===== config.mk =====
export PLATFORM = sky130hd
export DESIGN_NAME = ethernet_packet_classify_count
export DESIGN_NICKNAME = d
export VERILOG_FILES = /design/src/sv/epcc_pkg.sv /design/src/sv/epcc_fifo.sv /design/src/sv/epcc_front.sv /design/src/sv/epcc_back.sv /design/src/sv/ethernet_packet_classify_count.sv
export SDC_FILE = /design/constraint.sdc
export NUM_CORES = 2
export LEC_CHECK = 0
export BUFFER_PORTS_ARGS = -buffer_cell sky130_fd_sc_hd__clkbuf_2
export CORE_MARGIN = 10
export CORE_UTILIZATION = 55
export CTS_CLUSTER_DIAMETER = 150
export CTS_CLUSTER_SIZE = 28
export DETAILED_ROUTE_END_ITERATION = 10
export PLACE_DENSITY = 0.74
export RECOVER_POWER = 25
export SLEW_MARGIN = 20
export SYNTH_ARGS = -nofsm -noshare
export SYNTH_HDL_FRONTEND = slang
export SYNTH_HIERARCHICAL = 1
export SYNTH_SLANG_ARGS = --single-unit

===== constraint.sdc =====
create_clock -name clk -period 3.75 [get_ports clk]
set_clock_uncertainty 0.05 [all_clocks]
set_input_delay 0.5625 -clock clk [delete_from_list [all_inputs] [get_ports clk]]
set_output_delay 0.5625 -clock clk [all_outputs]
set_load 0.005 [all_outputs]

===== src/sv/epcc_pkg.sv =====
// Package for the Ethernet frame classifier with statistics counters.
// Types, protocol constants, counter and register indexes, used by all modules but epcc_fifo.
// No dependencies.
package epcc_pkg;

  localparam int unsigned MAX_FRAME_BYTES_DEF = 1518;
  localparam int unsigned COUNTER_BITS_DEF    = 32;
  localparam int unsigned NUM_COUNTERS        = 20;
  localparam int unsigned NUM_SLOTS           = 13;
  localparam int unsigned QUEUE_DEPTH         = 4;
  localparam int unsigned CFG_ADDR_W          = 5;
  localparam int unsigned CFG_DATA_W          = 32;
  localparam int unsigned PORT_W              = 16;
  localparam int unsigned IDX_W               = 5;
  localparam int unsigned VALUE_W             = 32;
  localparam int unsigned LEN_OUT_W           = 11;

  // Frame offsets of the captured header bytes, one per slot
  localparam logic [5:0] SLOT_OFFSET [NUM_SLOTS] = '{
    6'd12, 6'd13, 6'd20, 6'd21, 6'd23, 6'd34, 6'd35, 6'd36, 6'd37,
    6'd54, 6'd55, 6'd56, 6'd57
  };

  localparam int unsigned SLOT_ETYPE_HI = 0;   // offset 12
  localparam int unsigned SLOT_ETYPE_LO = 1;   // offset 13
  localparam int unsigned SLOT_B20      = 2;   // ARP opcode high / IPv6 next header
  localparam int unsigned SLOT_B21      = 3;   // ARP opcode low
  localparam int unsigned SLOT_B23      = 4;   // IPv4 protocol
  localparam int unsigned SLOT_V4_L4    = 5;   // offsets 34..37
  localparam int unsigned SLOT_V6_L4    = 9;   // offsets 54..57

  localparam logic [7:0] ETYPE_HI_IP    = 8'h08;
  localparam logic [7:0] ETYPE_LO_ARP   = 8'h06;
  localparam logic [7:0] ETYPE_LO_IPV4  = 8'h00;
  localparam logic [7:0] ETYPE_HI_IPV6  = 8'h86;
  localparam logic [7:0] ETYPE_LO_IPV6  = 8'hdd;
  localparam logic [7:0] ARP_OP_HI      = 8'h00;
  localparam logic [7:0] ARP_OP_REQ     = 8'h01;
  localparam logic [7:0] ARP_OP_REP     = 8'h02;
  localparam logic [7:0] PROTO_ICMP     = 8'h01;
  localparam logic [7:0] PROTO_TCP      = 8'h06;
  localparam logic [7:0] PROTO_UDP      = 8'h11;
  localparam logic [7:0] PROTO_ICMPV6   = 8'h3a;
  localparam logic [7:0] ICMP_ECHO_REQ  = 8'h08;
  localparam logic [7:0] ICMP_ECHO_REP  = 8'h00;
  localparam logic [7:0] ICMP6_ECHO_REQ = 8'h80;
  localparam logic [7:0] ICMP6_ECHO_REP = 8'h81;

  typedef enum logic [2:0] {
    LINK_OTHER, LINK_ARP_REQ, LINK_ARP_REP, LINK_IPV4, LINK_IPV6
  } link_t;

  typedef enum logic [2:0] {
    TRANS_NONE, TRANS_ICMP, TRANS_ICMPV6, TRANS_TCP, TRANS_UDP
  } trans_t;

  typedef enum logic [1:0] {
    ECHO_NONE, ECHO_REQ, ECHO_REP
  } echo_t;

  typedef enum logic [2:0] {
    APP_NONE, APP_HTTP, APP_DNS, APP_DHCP, APP_HTTPS
  } app_t;

  typedef struct packed {
    link_t  link;
    trans_t trans;
    echo_t  echo;
    app_t   app;
  } epcc_class_t;

  // Work handed from front to back; frame length travels alongside
  typedef struct packed {
    logic             is_read;
    logic [IDX_W-1:0] idx;
    epcc_class_t      cls;
  } epcc_job_t;

  typedef struct packed {
    logic                 result_kind;
    epcc_class_t          cls;
    logic [LEN_OUT_W-1:0] frame_length;
    logic [VALUE_W-1:0]   counter_value;
  } epcc_result_t;

  typedef struct packed {
    logic [PORT_W-1:0] http;
    logic [PORT_W-1:0] dns;
    logic [PORT_W-1:0] dhcp_cli;
    logic [PORT_W-1:0] dhcp_srv;
    logic [PORT_W-1:0] https;
  } epcc_cfg_t;

  localparam logic [2:0] REG_HTTP     = 3'd0;
  localparam logic [2:0] REG_DNS      = 3'd1;
  localparam logic [2:0] REG_DHCP_CLI = 3'd2;
  localparam logic [2:0] REG_DHCP_SRV = 3'd3;
  localparam logic [2:0] REG_HTTPS    = 3'd4;

  localparam logic [PORT_W-1:0] HTTP_PORT_RST     = 16'd80;
  localparam logic [PORT_W-1:0] DNS_PORT_RST      = 16'd53;
  localparam logic [PORT_W-1:0] DHCP_CLI_PORT_RST = 16'd68;
  localparam logic [PORT_W-1:0] DHCP_SRV_PORT_RST = 16'd67;
  localparam logic [PORT_W-1:0] HTTPS_PORT_RST    = 16'd443;

  localparam logic [IDX_W-1:0] CNT_PACKETS    = 5'd0;
  localparam logic [IDX_W-1:0] CNT_MIN        = 5'd1;
  localparam logic [IDX_W-1:0] CNT_MAX        = 5'd2;
  localparam logic [IDX_W-1:0] CNT_SUM        = 5'd3;
  localparam logic [IDX_W-1:0] CNT_IPV4       = 5'd4;
  localparam logic [IDX_W-1:0] CNT_IPV6       = 5'd5;
  localparam logic [IDX_W-1:0] CNT_ARP_REQ    = 5'd6;
  localparam logic [IDX_W-1:0] CNT_ARP_REP    = 5'd7;
  localparam logic [IDX_W-1:0] CNT_TCP        = 5'd8;
  localparam logic [IDX_W-1:0] CNT_UDP        = 5'd9;
  localparam logic [IDX_W-1:0] CNT_ICMP       = 5'd10;
  localparam logic [IDX_W-1:0] CNT_ICMP_REQ   = 5'd11;
  localparam logic [IDX_W-1:0] CNT_ICMP_REP   = 5'd12;
  localparam logic [IDX_W-1:0] CNT_ICMP6      = 5'd13;
  localparam logic [IDX_W-1:0] CNT_ICMP6_REQ  = 5'd14;
  localparam logic [IDX_W-1:0] CNT_ICMP6_REP  = 5'd15;
  localparam logic [IDX_W-1:0] CNT_HTTP       = 5'd16;
  localparam logic [IDX_W-1:0] CNT_DNS        = 5'd17;
  localparam logic [IDX_W-1:0] CNT_DHCP       = 5'd18;
  localparam logic [IDX_W-1:0] CNT_HTTPS      = 5'd19;

endpackage


===== src/sv/epcc_fifo.sv =====
// Small register queue used between front, back and the result port.
// Depends on nothing; DEPTH must be a power of two, at least 2.
module epcc_fifo #(
  parameter int unsigned WIDTH = 8,
  parameter int unsigned DEPTH = 4
) (
  input  logic             clk,
  input  logic             rst_n,
  input  logic             push,
  input  logic [WIDTH-1:0] din,
  output logic             full,
  input  logic             pop,
  output logic [WIDTH-1:0] dout,
  output logic             empty
);
  localparam int unsigned PTR_W = $clog2(DEPTH);
  localparam int unsigned CNT_W = $clog2(DEPTH + 1);

  logic [WIDTH-1:0] mem_r [DEPTH];
  logic [PTR_W-1:0] wr_ptr_r, wr_ptr_nxt;
  logic [PTR_W-1:0] rd_ptr_r, rd_ptr_nxt;
  logic [CNT_W-1:0] count_r, count_nxt;
  logic             do_push, do_pop;

  assign full  = (count_r == CNT_W'(DEPTH));
  assign empty = (count_r == '0);
  assign dout  = mem_r[rd_ptr_r];

  always_comb begin
    do_push    = push && !full;
    do_pop     = pop && !empty;
    wr_ptr_nxt = do_push ? wr_ptr_r + 1'b1 : wr_ptr_r;
    rd_ptr_nxt = do_pop ? rd_ptr_r + 1'b1 : rd_ptr_r;
    count_nxt  = count_r;
    if (do_push && !do_pop) begin
      count_nxt = count_r + 1'b1;
    end else if (do_pop && !do_push) begin
      count_nxt = count_r - 1'b1;
    end
  end

  always_ff @(posedge clk) begin
    if (!rst_n) begin
      wr_ptr_r <= '0;
      rd_ptr_r <= '0;
      count_r  <= '0;
    end else begin
      wr_ptr_r <= wr_ptr_nxt;
      rd_ptr_r <= rd_ptr_nxt;
      count_r  <= count_nxt;
    end
  end

  always_ff @(posedge clk) begin
    if (do_push) begin
      mem_r[wr_ptr_r] <= din;
    end
  end

endmodule


===== src/sv/epcc_front.sv =====
// Front end: takes frame bytes and read requests, captures header bytes,
// classifies each frame at its last byte. Depends on epcc_pkg.
module epcc_front #(
  parameter int unsigned MAX_FRAME_BYTES = 1518,
  parameter int unsigned POS_W           = 11
) (
  input  logic                     clk,
  input  logic                     rst_n,
  input  logic                     push,
  input  logic                     full,
  input  logic                     kind,
  input  logic [7:0]               data_byte,
  input  logic                     last,
  input  logic [epcc_pkg::IDX_W-1:0] counter_index,
  input  epcc_pkg::epcc_cfg_t      cfg,
  output logic                     job_push,
  output epcc_pkg::epcc_job_t      job,
  output logic [POS_W-1:0]         job_len
);
  import epcc_pkg::*;

  logic [7:0]       hdr_r   [NUM_SLOTS];
  logic [7:0]       hdr_nxt [NUM_SLOTS];
  logic [POS_W-1:0] pos_r, pos_nxt;
  logic             accept, byte_acc, below_max;
  logic             arp, v4, v6;
  logic [PORT_W-1:0] src_port, dst_port;
  epcc_class_t      cls;

  always_comb begin
    accept    = push && !full;
    byte_acc  = accept && !kind;
    below_max = (pos_r < POS_W'(MAX_FRAME_BYTES));
    hdr_nxt   = hdr_r;
    pos_nxt   = pos_r;
    if (byte_acc && below_max) begin
      for (int i = 0; i < NUM_SLOTS; i++) begin
        if (pos_r == POS_W'(SLOT_OFFSET[i])) begin
          hdr_nxt[i] = data_byte;
        end
      end
      pos_nxt = pos_r + 1'b1;
    end
    if (byte_acc && last) begin
      pos_nxt = '0;
    end
    // bytes past the maximum are not counted
    job_len = below_max ? pos_r + 1'b1 : pos_r;
  end

  // Classification works on the header including the byte taken this cycle
  always_comb begin
    arp = (hdr_nxt[SLOT_ETYPE_HI] == ETYPE_HI_IP) && (hdr_nxt[SLOT_ETYPE_LO] == ETYPE_LO_ARP);
    v4  = (hdr_nxt[SLOT_ETYPE_HI] == ETYPE_HI_IP) && (hdr_nxt[SLOT_ETYPE_LO] == ETYPE_LO_IPV4);
    v6  = (hdr_nxt[SLOT_ETYPE_HI] == ETYPE_HI_IPV6)
          && (hdr_nxt[SLOT_ETYPE_LO] == ETYPE_LO_IPV6);
    cls = '0;

    if (arp && hdr_nxt[SLOT_B20] == ARP_OP_HI && hdr_nxt[SLOT_B21] == ARP_OP_REQ) begin
      cls.link = LINK_ARP_REQ;
    end else if (arp && hdr_nxt[SLOT_B20] == ARP_OP_HI && hdr_nxt[SLOT_B21] == ARP_OP_REP) begin
      cls.link = LINK_ARP_REP;
    end else if (v4) begin
      cls.link = LINK_IPV4;
    end else if (v6) begin
      cls.link = LINK_IPV6;
    end

    if (v4 && hdr_nxt[SLOT_B23] == PROTO_ICMP) begin
      cls.trans = TRANS_ICMP;
      if (hdr_nxt[SLOT_V4_L4] == ICMP_ECHO_REQ) begin
        cls.echo = ECHO_REQ;
      end else if (hdr_nxt[SLOT_V4_L4] == ICMP_ECHO_REP) begin
        cls.echo = ECHO_REP;
      end
    end else if (v6 && hdr_nxt[SLOT_B20] == PROTO_ICMPV6) begin
      cls.trans = TRANS_ICMPV6;
      if (hdr_nxt[SLOT_V6_L4] == ICMP6_ECHO_REQ) begin
        cls.echo = ECHO_REQ;
      end else if (hdr_nxt[SLOT_V6_L4] == ICMP6_ECHO_REP) begin
        cls.echo = ECHO_REP;
      end
    end else if ((v4 && hdr_nxt[SLOT_B23] == PROTO_TCP)
                 || (v6 && hdr_nxt[SLOT_B20] == PROTO_TCP)) begin
      cls.trans = TRANS_TCP;
    end else if ((v4 && hdr_nxt[SLOT_B23] == PROTO_UDP)
                 || (v6 && hdr_nxt[SLOT_B20] == PROTO_UDP)) begin
      cls.trans = TRANS_UDP;
    end

    // L4 ports sit at 34 for IPv4, otherwise at 54
    if (v4) begin
      src_port = {hdr_nxt[SLOT_V4_L4], hdr_nxt[SLOT_V4_L4 + 1]};
      dst_port = {hdr_nxt[SLOT_V4_L4 + 2], hdr_nxt[SLOT_V4_L4 + 3]};
    end else begin
      src_port = {hdr_nxt[SLOT_V6_L4], hdr_nxt[SLOT_V6_L4 + 1]};
      dst_port = {hdr_nxt[SLOT_V6_L4 + 2], hdr_nxt[SLOT_V6_L4 + 3]};
    end

    if (cls.trans == TRANS_TCP && (src_port == cfg.http || dst_port == cfg.http)) begin
      cls.app = APP_HTTP;
    end else if (cls.trans == TRANS_UDP && (src_port == cfg.dns || dst_port == cfg.dns)) begin
      cls.app = APP_DNS;
    end else if (cls.trans == TRANS_UDP
                 && ((src_port == cfg.dhcp_cli && dst_port == cfg.dhcp_srv)
                     || (src_port == cfg.dhcp_srv && dst_port == cfg.dhcp_cli))) begin
      cls.app = APP_DHCP;
    end else if (cls.trans == TRANS_TCP
                 && (src_port == cfg.https || dst_port == cfg.https)) begin
      cls.app = APP_HTTPS;
    end
  end

  always_comb begin
    job_push    = accept && (kind || last);
    job.is_read = kind;
    job.idx     = counter_index;
    job.cls     = cls;
  end

  always_ff @(posedge clk) begin
    if (!rst_n) begin
      pos_r <= '0;
      hdr_r <= '{default: '0};
    end else begin
      pos_r <= pos_nxt;
      hdr_r <= hdr_nxt;
    end
  end

  a_pos_bounded: assert property (@(posedge clk) disable iff (!rst_n)
    pos_r <= POS_W'(MAX_FRAME_BYTES))
    else $error("frame byte position beyond maximum frame size");

  a_last_clears_pos: assert property (@(posedge clk) disable iff (!rst_n)
    (byte_acc && last) |=> (pos_r == '0))
    else $error("byte position not cleared after frame end");

  a_read_keeps_pos: assert property (@(posedge clk) disable iff (!rst_n)
    (accept && kind) |=> $stable(pos_r))
    else $error("counter read disturbed the frame in progress");

endmodule


===== src/sv/epcc_back.sv =====
// Back end: applies classified frames to the statistics counters and
// serves counter reads, in queue order. Depends on epcc_pkg.
module epcc_back #(
  parameter int unsigned MAX_FRAME_BYTES = 1518,
  parameter int unsigned COUNTER_BITS    = 32,
  parameter int unsigned POS_W           = 11
) (
  input  logic                   clk,
  input  logic                   rst_n,
  input  logic                   job_valid,
  input  epcc_pkg::epcc_job_t    job,
  input  logic [POS_W-1:0]       job_len,
  output logic                   job_pop,
  input  logic                   res_full,
  output logic                   res_push,
  output epcc_pkg::epcc_result_t res
);
  import epcc_pkg::*;

  logic [COUNTER_BITS-1:0] cnt_r   [NUM_COUNTERS];
  logic [COUNTER_BITS-1:0] cnt_nxt [NUM_COUNTERS];
  logic [COUNTER_BITS-1:0] len_ext;
  logic [63:0]             rd_wide;
  logic                    frame_upd;

  assign job_pop   = job_valid && !res_full;
  assign res_push  = job_pop;
  assign frame_upd = job_pop && !job.is_read;
  assign len_ext   = COUNTER_BITS'(job_len);

  always_comb begin
    cnt_nxt = cnt_r;
    if (frame_upd) begin
      cnt_nxt[CNT_PACKETS] = cnt_r[CNT_PACKETS] + 1'b1;
      if (len_ext < cnt_r[CNT_MIN]) begin
        cnt_nxt[CNT_MIN] = len_ext;
      end
      if (len_ext > cnt_r[CNT_MAX]) begin
        cnt_nxt[CNT_MAX] = len_ext;
      end
      cnt_nxt[CNT_SUM] = cnt_r[CNT_SUM] + len_ext;

      unique case (job.cls.link)
        LINK_ARP_REQ: cnt_nxt[CNT_ARP_REQ] = cnt_r[CNT_ARP_REQ] + 1'b1;
        LINK_ARP_REP: cnt_nxt[CNT_ARP_REP] = cnt_r[CNT_ARP_REP] + 1'b1;
        LINK_IPV4:    cnt_nxt[CNT_IPV4]    = cnt_r[CNT_IPV4] + 1'b1;
        LINK_IPV6:    cnt_nxt[CNT_IPV6]    = cnt_r[CNT_IPV6] + 1'b1;
        default: ;
      endcase

      unique case (job.cls.trans)
        TRANS_ICMP: begin
          cnt_nxt[CNT_ICMP] = cnt_r[CNT_ICMP] + 1'b1;
          if (job.cls.echo == ECHO_REQ) begin
            cnt_nxt[CNT_ICMP_REQ] = cnt_r[CNT_ICMP_REQ] + 1'b1;
          end else if (job.cls.echo == ECHO_REP) begin
            cnt_nxt[CNT_ICMP_REP] = cnt_r[CNT_ICMP_REP] + 1'b1;
          end
        end
        TRANS_ICMPV6: begin
          cnt_nxt[CNT_ICMP6] = cnt_r[CNT_ICMP6] + 1'b1;
          if (job.cls.echo == ECHO_REQ) begin
            cnt_nxt[CNT_ICMP6_REQ] = cnt_r[CNT_ICMP6_REQ] + 1'b1;
          end else if (job.cls.echo == ECHO_REP) begin
            cnt_nxt[CNT_ICMP6_REP] = cnt_r[CNT_ICMP6_REP] + 1'b1;
          end
        end
        TRANS_TCP: cnt_nxt[CNT_TCP] = cnt_r[CNT_TCP] + 1'b1;
        TRANS_UDP: cnt_nxt[CNT_UDP] = cnt_r[CNT_UDP] + 1'b1;
        default: ;
      endcase

      unique case (job.cls.app)
        APP_HTTP:  cnt_nxt[CNT_HTTP]  = cnt_r[CNT_HTTP] + 1'b1;
        APP_DNS:   cnt_nxt[CNT_DNS]   = cnt_r[CNT_DNS] + 1'b1;
        APP_DHCP:  cnt_nxt[CNT_DHCP]  = cnt_r[CNT_DHCP] + 1'b1;
        APP_HTTPS: cnt_nxt[CNT_HTTPS] = cnt_r[CNT_HTTPS] + 1'b1;
        default: ;
      endcase
    end
  end

  always_comb begin
    rd_wide = '0;
    if (job.idx < IDX_W'(NUM_COUNTERS)) begin
      rd_wide = 64'(cnt_r[job.idx]);
    end
    res = '0;
    if (job.is_read) begin
      res.result_kind   = 1'b1;
      res.counter_value = rd_wide[VALUE_W-1:0];
    end else begin
      res.cls          = job.cls;
      res.frame_length = LEN_OUT_W'(job_len);
    end
  end

  always_ff @(posedge clk) begin
    if (!rst_n) begin
      cnt_r <= '{CNT_MIN: COUNTER_BITS'(MAX_FRAME_BYTES), default: '0};
    end else begin
      cnt_r <= cnt_nxt;
    end
  end

  a_min_le_max: assert property (@(posedge clk) disable iff (!rst_n)
    (cnt_r[CNT_PACKETS] != '0) |-> (cnt_r[CNT_MIN] <= cnt_r[CNT_MAX]))
    else $error("minimum frame length above maximum");

  a_min_bounded: assert property (@(posedge clk) disable iff (!rst_n)
    cnt_r[CNT_MIN] <= COUNTER_BITS'(MAX_FRAME_BYTES))
    else $error("minimum frame length above maximum frame size");

  a_read_no_update: assert property (@(posedge clk) disable iff (!rst_n)
    (job_pop && job.is_read) |=> $stable(cnt_r[CNT_PACKETS]))
    else $error("counter read changed the packet count");

endmodule


===== src/sv/ethernet_packet_classify_count.sv =====
// Top level of the Ethernet frame classifier with statistics counters.
// Instantiates epcc_front, epcc_back and two epcc_fifo queues; uses epcc_pkg.
//
// Usage:
//   Input queue (push/full): one item per transfer, either a frame byte
//   (in_kind 0, in_last on the final byte) or a counter read (in_kind 1,
//   in_counter_index). Items are taken one per cycle while full is low.
//   Result queue (empty/pop): one result per frame end or read, in input order;
//   the oldest result stands on the out_ ports while empty is low.
//   Configuration: APB write of the five port-number registers at 0x0..0x10,
//   while the block is idle; pready is always high, reads return the value.
// Timing:
//   Throughput is one item per cycle while full is low. A frame end or read is
//   classified in the cycle it is taken, sits in a four-entry job queue, and the
//   counter unit retires one job per cycle unless the result queue is full, and
//   queues its result for the out_ ports. Other bytes produce nothing.
// Reset (rst_n low, synchronous): queues empty, counters zero except the
//   minimum length (maximum frame size), header bytes zero, ports at defaults.
// Stall: when pop is held off the result queue fills, then the job queue,
//   then full rises and input is held off; nothing is lost.
module ethernet_packet_classify_count #(
  parameter int unsigned MAX_FRAME_BYTES = epcc_pkg::MAX_FRAME_BYTES_DEF,
  parameter int unsigned COUNTER_BITS    = epcc_pkg::COUNTER_BITS_DEF
) (
  input  logic                             clk,
  input  logic                             rst_n,
  input  logic                             push,
  output logic                             full,
  input  logic                             in_kind,
  input  logic [7:0]                       in_data_byte,
  input  logic                             in_last,
  input  logic [epcc_pkg::IDX_W-1:0]       in_counter_index,
  output logic                             empty,
  input  logic                             pop,
  output logic                             out_result_kind,
  output logic [2:0]                       out_link_class,
  output logic [2:0]                       out_transport_class,
  output logic [1:0]                       out_echo_class,
  output logic [2:0]                       out_application_class,
  output logic [epcc_pkg::LEN_OUT_W-1:0]   out_frame_length,
  output logic [epcc_pkg::VALUE_W-1:0]     out_counter_value,
  input  logic                             psel,
  input  logic                             penable,
  input  logic                             pwrite,
  input  logic [epcc_pkg::CFG_ADDR_W-1:0]  paddr,
  input  logic [epcc_pkg::CFG_DATA_W-1:0]  pwdata,
  output logic [epcc_pkg::CFG_DATA_W-1:0]  prdata,
  output logic                             pready
);
  import epcc_pkg::*;

  localparam int unsigned POS_W = $clog2(MAX_FRAME_BYTES + 1);
  localparam int unsigned JOB_W = $bits(epcc_job_t) + POS_W;
  localparam int unsigned RES_W = $bits(epcc_result_t);

  epcc_cfg_t        cfg_r, cfg_nxt;
  logic             cfg_wr;
  logic [2:0]       reg_sel;

  logic             job_push, job_full, job_empty, job_pop;
  epcc_job_t        job_in, job_out;
  logic [POS_W-1:0] len_in, len_out;
  logic             res_push, res_full;
  epcc_result_t     res_in, res_out;

  // configuration registers
  assign pready  = 1'b1;
  assign reg_sel = paddr[4:2];
  assign cfg_wr  = psel && penable && pwrite && pready;

  always_comb begin
    cfg_nxt = cfg_r;
    if (cfg_wr) begin
      unique case (reg_sel)
        REG_HTTP:     cfg_nxt.http     = pwdata[PORT_W-1:0];
        REG_DNS:      cfg_nxt.dns      = pwdata[PORT_W-1:0];
        REG_DHCP_CLI: cfg_nxt.dhcp_cli = pwdata[PORT_W-1:0];
        REG_DHCP_SRV: cfg_nxt.dhcp_srv = pwdata[PORT_W-1:0];
        REG_HTTPS:    cfg_nxt.https    = pwdata[PORT_W-1:0];
        default: ;
      endcase
    end
  end

  always_comb begin
    unique case (reg_sel)
      REG_HTTP:     prdata = CFG_DATA_W'(cfg_r.http);
      REG_DNS:      prdata = CFG_DATA_W'(cfg_r.dns);
      REG_DHCP_CLI: prdata = CFG_DATA_W'(cfg_r.dhcp_cli);
      REG_DHCP_SRV: prdata = CFG_DATA_W'(cfg_r.dhcp_srv);
      REG_HTTPS:    prdata = CFG_DATA_W'(cfg_r.https);
      default:      prdata = '0;
    endcase
  end

  always_ff @(posedge clk) begin
    if (!rst_n) begin
      cfg_r <= '{http:     HTTP_PORT_RST,
                 dns:      DNS_PORT_RST,
                 dhcp_cli: DHCP_CLI_PORT_RST,
                 dhcp_srv: DHCP_SRV_PORT_RST,
                 https:    HTTPS_PORT_RST};
    end else begin
      cfg_r <= cfg_nxt;
    end
  end

  assign full = job_full;

  epcc_front #(
    .MAX_FRAME_BYTES (MAX_FRAME_BYTES),
    .POS_W           (POS_W)
  ) u_front (
    .clk           (clk),
    .rst_n         (rst_n),
    .push          (push),
    .full          (job_full),
    .kind          (in_kind),
    .data_byte     (in_data_byte),
    .last          (in_last),
    .counter_index (in_counter_index),
    .cfg           (cfg_r),
    .job_push      (job_push),
    .job           (job_in),
    .job_len       (len_in)
  );

  epcc_fifo #(
    .WIDTH (JOB_W),
    .DEPTH (QUEUE_DEPTH)
  ) u_job_q (
    .clk   (clk),
    .rst_n (rst_n),
    .push  (job_push),
    .din   ({job_in, len_in}),
    .full  (job_full),
    .pop   (job_pop),
    .dout  ({job_out, len_out}),
    .empty (job_empty)
  );

  epcc_back #(
    .MAX_FRAME_BYTES (MAX_FRAME_BYTES),
    .COUNTER_BITS    (COUNTER_BITS),
    .POS_W           (POS_W)
  ) u_back (
    .clk       (clk),
    .rst_n     (rst_n),
    .job_valid (!job_empty),
    .job       (job_out),
    .job_len   (len_out),
    .job_pop   (job_pop),
    .res_full  (res_full),
    .res_push  (res_push),
    .res       (res_in)
  );

  epcc_fifo #(
    .WIDTH (RES_W),
    .DEPTH (QUEUE_DEPTH)
  ) u_res_q (
    .clk   (clk),
    .rst_n (rst_n),
    .push  (res_push),
    .din   (res_in),
    .full  (res_full),
    .pop   (pop),
    .dout  (res_out),
    .empty (empty)
  );

  assign out_result_kind       = res_out.result_kind;
  assign out_link_class        = res_out.cls.link;
  assign out_transport_class   = res_out.cls.trans;
  assign out_echo_class        = res_out.cls.echo;
  assign out_application_class = res_out.cls.app;
  assign out_frame_length      = res_out.frame_length;
  assign out_counter_value     = res_out.counter_value;

endmodule

## Word-level counts from Yosys, hierarchy flattened

Memories as Yosys holds them, arrays and structs flattened. A register that Yosys moved wholly into a read port is not among the register bits.
Cells that the tools add are included.
W data, S select, Z words.

| word-level totals | value |
|---|---|
| bits in registers | 807 |
| latch bits | 0 |
| RAM bits | 332 |
| ROM bits | 0 |
| input port bits | 59 |
| output and inout bits | 90 |
| word-level logic and storage cells | 280 |
| memories kept | 2 |

Memory list:

| memory | depth | bits a word | read ports | clocked after Yosys merged registers in | write ports | line | source |
|---|---|---|---|---|---|---|---|
| u_res_q.mem_r | 4 | 55 | 1 | 1 | 1 | epcc_fifo.sv:19 | `logic [WIDTH-1:0] mem_r [DEPTH];` |
| u_job_q.mem_r | 4 | 28 | 1 | 1 | 1 | epcc_fifo.sv:19 |  |

| operators by class | value |
|---|---|
| $add $sub $neg | 27 |
| multipliers | 0 |
| div/mod/pow operators | 0 |
| magnitude comparators | 5 |
| eq/ne operators | 60 |
| shift operators | 0 |
| multiplexer cells | 54 |
| bitwise gates (word level) | 3 |
| reductions and logical operators | 84 |

Operator list:

| cell | count |
|---|---|
| $add A32 B1 Y32 const B | 17 |
| $bmux W32 S5 | 1 |
| $eq A16 B16 Y1 | 10 |
| $mux W32 | 4 |
| $mux W104 | 1 |
| $mux W8 | 13 |
| $eq A11 B6 Y1 const B | 8 |
| $pmux W16 S5 | 1 |
| $mux W3 | 15 |
| $reduce_and A2 Y1 | 19 |
| $logic_and A1 B1 Y1 | 35 |
| $eq A11 B5 Y1 const B | 3 |
| $add A32 B11 Y32 | 1 |
| $eq A8 B8 Y1 const B | 4 |
| $mux W16 | 2 |
| $eq A3 B2 Y1 const B | 9 |
| $eq A8 B3 Y1 const B | 3 |
| $logic_not A8 Y1 | 3 |
| $eq A11 B4 Y1 const B | 2 |
| $mux W22 | 1 |
| $eq A3 B3 Y1 const B | 7 |
| $mux W2 | 9 |
| $eq A8 B1 Y1 const B | 2 |
| $eq A8 B4 Y1 const B | 2 |
| other kinds (27) | 61 |

## Longest topological paths before layout

| depth | value |
|---|---|
| depth after elaboration | 20 |
| depth in mapped cells | 14 |

## By module

The synthesis kept the hierarchy.

By module, submodules not included:

| module | instances | cells each | area an instance (um^2) | sequential area each (um^2) |
|---|---|---|---|---|
| epcc_back | 1 | 3538 | 32050.7 | 11971.5 |
| epcc_fifo at u_res_q | 1 | 335 | 8469.4 | 6786.5 |
| epcc_front | 1 | 1023 | 8294.2 | 2302.2 |
| epcc_fifo at u_job_q | 1 | 194 | 4571.9 | 3543.4 |
| ethernet_packet_classify_count | 1 | 398 | 3797.4 | 1601.5 |

## Worst setup path before layout

OpenSTA, ideal clock, no wires.

| path | value |
|---|---|
| kind | reg2reg |
| start | reg with a tool-made name |
| end | reg u_back/cnt_r[532] (netlist name) |
| library setup time | 0.101 ns |
| arrival time | 3.552 ns |
| setup slack | 0.047 ns |
| stages on the path, launching flop included | 12 |
| path buffers | 2 |
| clock period less this slack | 3.703 ns |
| path through | dfxtp_1 > buf_6 > mux4_1 > ha_1 > fa_1 > a21o_1 > a221oi_1 > a211oi_1 > a311oi_1 > clkbuf_1 > o311ai_0 > o41ai_1 |

RTL lines:

| what | line | source |
|---|---|---|
| end signal, assigned | epcc_back.sv:102 | `cnt_r <= cnt_nxt;` |
| end, declared | epcc_back.sv:20 | `logic [COUNTER_BITS-1:0] cnt_r [NUM_COUNTERS];` |

==> impl_metrics.yaml <==
route:
  routed_wl_um: 153600
  drc: 0
  viasPerCell: 6.094
  routed-via-count: 43080
  drt_first_iter_violations: 3825
  routedWlPerCell_um: 21.73
  ant_nets: 0
  first_pass_iters: 6
setup_path:
  rrSetupSlack_ns: -0.05
  worstSetupPathType: "flip-flop to flip-flop"
  r2r_cells: 13
  cp-end-kind: "flip-flop"
  crit_path_start_kind: "flip-flop"
  r2r-end: "u_job_q/mem_r[1][11]"
  r2r_start: "u_front/hdr_r[101]"
  worstPathMaxFanout: 8
  cp.required_ns: 4.19
  arrival_ns: 4.24
timing:
  max_slew_margin: -0.6148
  grt_setup_unrepaired: "yes"
  tns_ns: -0.5108
  min_period_over_period: 1.013
  setup_violations: 24
  clock.fmax_mhz: 263.1
  min_period_ns: 3.800
  drv_slew: 262
  tightest_slew_ns: 2.422
  layout_setup_ws_ns: -0.05036
  finalHoldViolCount: 0
placement:
  dp_cells: 6949
  globalplace.congestion: 0.9712
  dpl.hpwl_um: 110900
  port_buffers: 113
clocking:
  clk_pin_slew_ns: 0.11
  cts.path.max_buffers: 3
  clock-root-buffer: "clkbuf_16"
  h-tree-depth: 2
  cts_sinks: 1143
  insertion_delay_ns: 0.71
  numCtsBuffers: 46
  cts_tree: "done"
synthesis:
  synthCells: 5488
  ys_warn_count: 6
  yosys.area.top_type_share: 0.2839
  syn_avg_cell_area_um2: 10.42
  synth_common_cells: "dfxtp_1 (811), nor2_1 (619), nand2_1 (447), xor2_1 (423), edfxtp_1 (332)"
  synth-seq-cells: 1143
  netlist_area_um2: 57180
  synth_edf_count: 332
  synth_top_cell_by_area: "dfxtp_1"
  async_flop_share: 0
  synth_area_leaders: "dfxtp_1 (28%), edfxtp_1 (17%), mux4_2 (9.8%)"
  yosysUniqueCellTypes: 83
  ys.flop_type: "dfxtp_1"
  ys_seq_area_frac: 0.4583
  synth.most_common_cell: "dfxtp_1"
floorplan:
  dieHeight_um: 342.4
  die_x_um: 342.4
  ioPinCount: 149
  rows: 118
  design.die.area_um2: 117300
  start_util: 0.5533
  fp.coreArea_um2: 103300
grt:
  grt_pass1_wl_um: 236700
  track_usage: 0.2532
  grt_overflow: 0
  grt_pass1_vias: 41340
  grt_max_degree: 133
  antenna_found_initial: 8
run:
  maxCapViolCount: 5
power_and_ir_drop:
  p_leak_nw: 21.95
  pwr_density_cell_nw_per_um2: 445.5
  ir_worst_vdd_mv: 0.4318
min_path:
  min_from: "pwdata[8]"
  hold_path_class: "input pin to flip-flop"
  holdPathEnd: "cfg_r[8]"
  whs_path_depth: 3
run_status:
  violations: "capacitance limit, slew limit, setup timing"
  status: "finished with violations"
finish:
  instances_no_fill: 7069
  area_growth_pct: 10.24
  fin_nets: 5795
  drive_gt1_frac: 0.1629
  fin_util: 0.6099
  antennaDiodeCount: 0
[flip-flops by register name, indices dropped and copies added (netlist names), named ones only]
| name | count |
|---|---|
| u_job_q/wr_ptr_r | 2 |
| u_res_q/count_r | 3 |
| u_res_q/wr_ptr_r | 2 |
| cfg_r | 80 |
| u_res_q/mem_r | 220 |
| u_back/cnt_r | 598 |
| u_job_q/count_r | 3 |
| u_front/pos_r | 11 |
| u_job_q/mem_r | 112 |
| u_front/hdr_r | 104 |
| u_job_q/rd_ptr_r | 2 |
| u_res_q/rd_ptr_r | 2 |
[cells by family after synthesis]
logic type | Yosys count | synth area share
AOI/OAI and AO/OA | 499 | 0.05665
xor gates and xnor gates | 647 | 0.09910
adders and majority gates | 66 | 0.01484
buffers and inverters | 423 | 0.03378
DFF | 1143 | 0.4583
muxes | 467 | 0.1382
other | 2 | 0.0001313
and+or+nand+nor | 2241 | 0.1990
[report_power, final]
group	switching, mW	internal (mW)
clock	3.86	2.32
combinational	4.39	3.24
sequential	0.468	13.8
total	8.71	19.4
[through the flow]
stage	area, µm²	hold WS [ns]	worst slack, ns	power [mW]
after floorplan	57240	0.3902	0.04687	19.55
after global placement	60440	0.4018	-0.2762	21.94
after detailed placement	60440	0.4148	-0.3139	22.18
after CTS	62580	0.002499	-0.01303	28.29
after global routing	63040	0.07566	-0.1970	29.30
final	63040	0.07180	-0.05036	28.08
[placed cells by master (no fill, tap or decap), types with 50 or more instances in the layout]
master / Yosys / final
buf_4: 32 / 258
nand2_1: 447 / 447
nor3_1: 89 / 89
nand2b_1: 58 / 58
dfxtp_1: 811 / 803
nand3_1: 286 / 286
mux4_2: 250 / 248
clkbuf_2: 1 / 108
or3_1: 67 / 66
ha_1: 63 / 61
and4_1: 64 / 64
xor2_1: 423 / 415
nor2_1: 619 / 615
and3_1: 99 / 99
clkbuf_16: 0 / 50
and2_1: 60 / 52
nand4_1: 185 / 185
nor2b_1: 93 / 93
edfxtp_1: 332 / 332
o21ai_0: 120 / 120
inv_1: 93 / 91
mux2i_1: 194 / 193
a21oi_1: 109 / 108
a21boi_0: 72 / 72
xnor2_1: 224 / 222
[routing by layer]
layer  wire length (µm)  track usage
met1              64010       0.3370
met2              72890       0.4154
met3               9913      0.03389
met4               6759       0.1023
met5                 41            0
[cell type report]
type	count	area [µm²]
clock buffers	63	1215
clock inverters	4	66.31
fillers	8357	40310
repair buffers	448	3626
multi-input cells	3937	29820
flip-flops and latches	1143	26220
well taps	1380	1727
inverters	94	360.3
[worst max-delay path by stage]
stage               slack [ns]          startpoint  depth (start not counted)                   end
floorplan                 0.05           flip-flop                         11     u_back/cnt_r[532]
global placement         -0.28             in_kind                         14  u_job_q/mem_r[0][11]
detailed placement       -0.31             in_kind                         14  u_job_q/mem_r[0][11]
CTS                      -0.01  u_front/hdr_r[101]                         14  u_job_q/mem_r[0][11]
global route             -0.20           flip-flop                         12     u_back/cnt_r[531]
finish                   -0.05  u_front/hdr_r[101]                         13  u_job_q/mem_r[1][11]
[repair_timing]
item | CTS | global route
gates resized for setup | 95 | 62
gates cloned | 4 | 5
setup endpoints to repair | 12 | 26
buffers inserted | 33 | 13
pin swaps | 51 | 27
hold endpoints to repair | 4 | 0
hold buffers | 1 | 0
[worst max-delay path: stages (launching register included)]
cell	delay (ns)
dfxtp_2	0.33
or4_4	0.55
or4_4	0.45
mux2_4	0.39
buf_6	0.17
a211oi_2	0.16
nor2_2	0.08
buf_6	0.13
xnor2_1	0.12
nor4_1	0.31
nand2_1	0.11
o31a_1	0.41
buf_4	0.18
o32ai_4	0.15
Note: power is estimated with default switching activity, not from simulation.
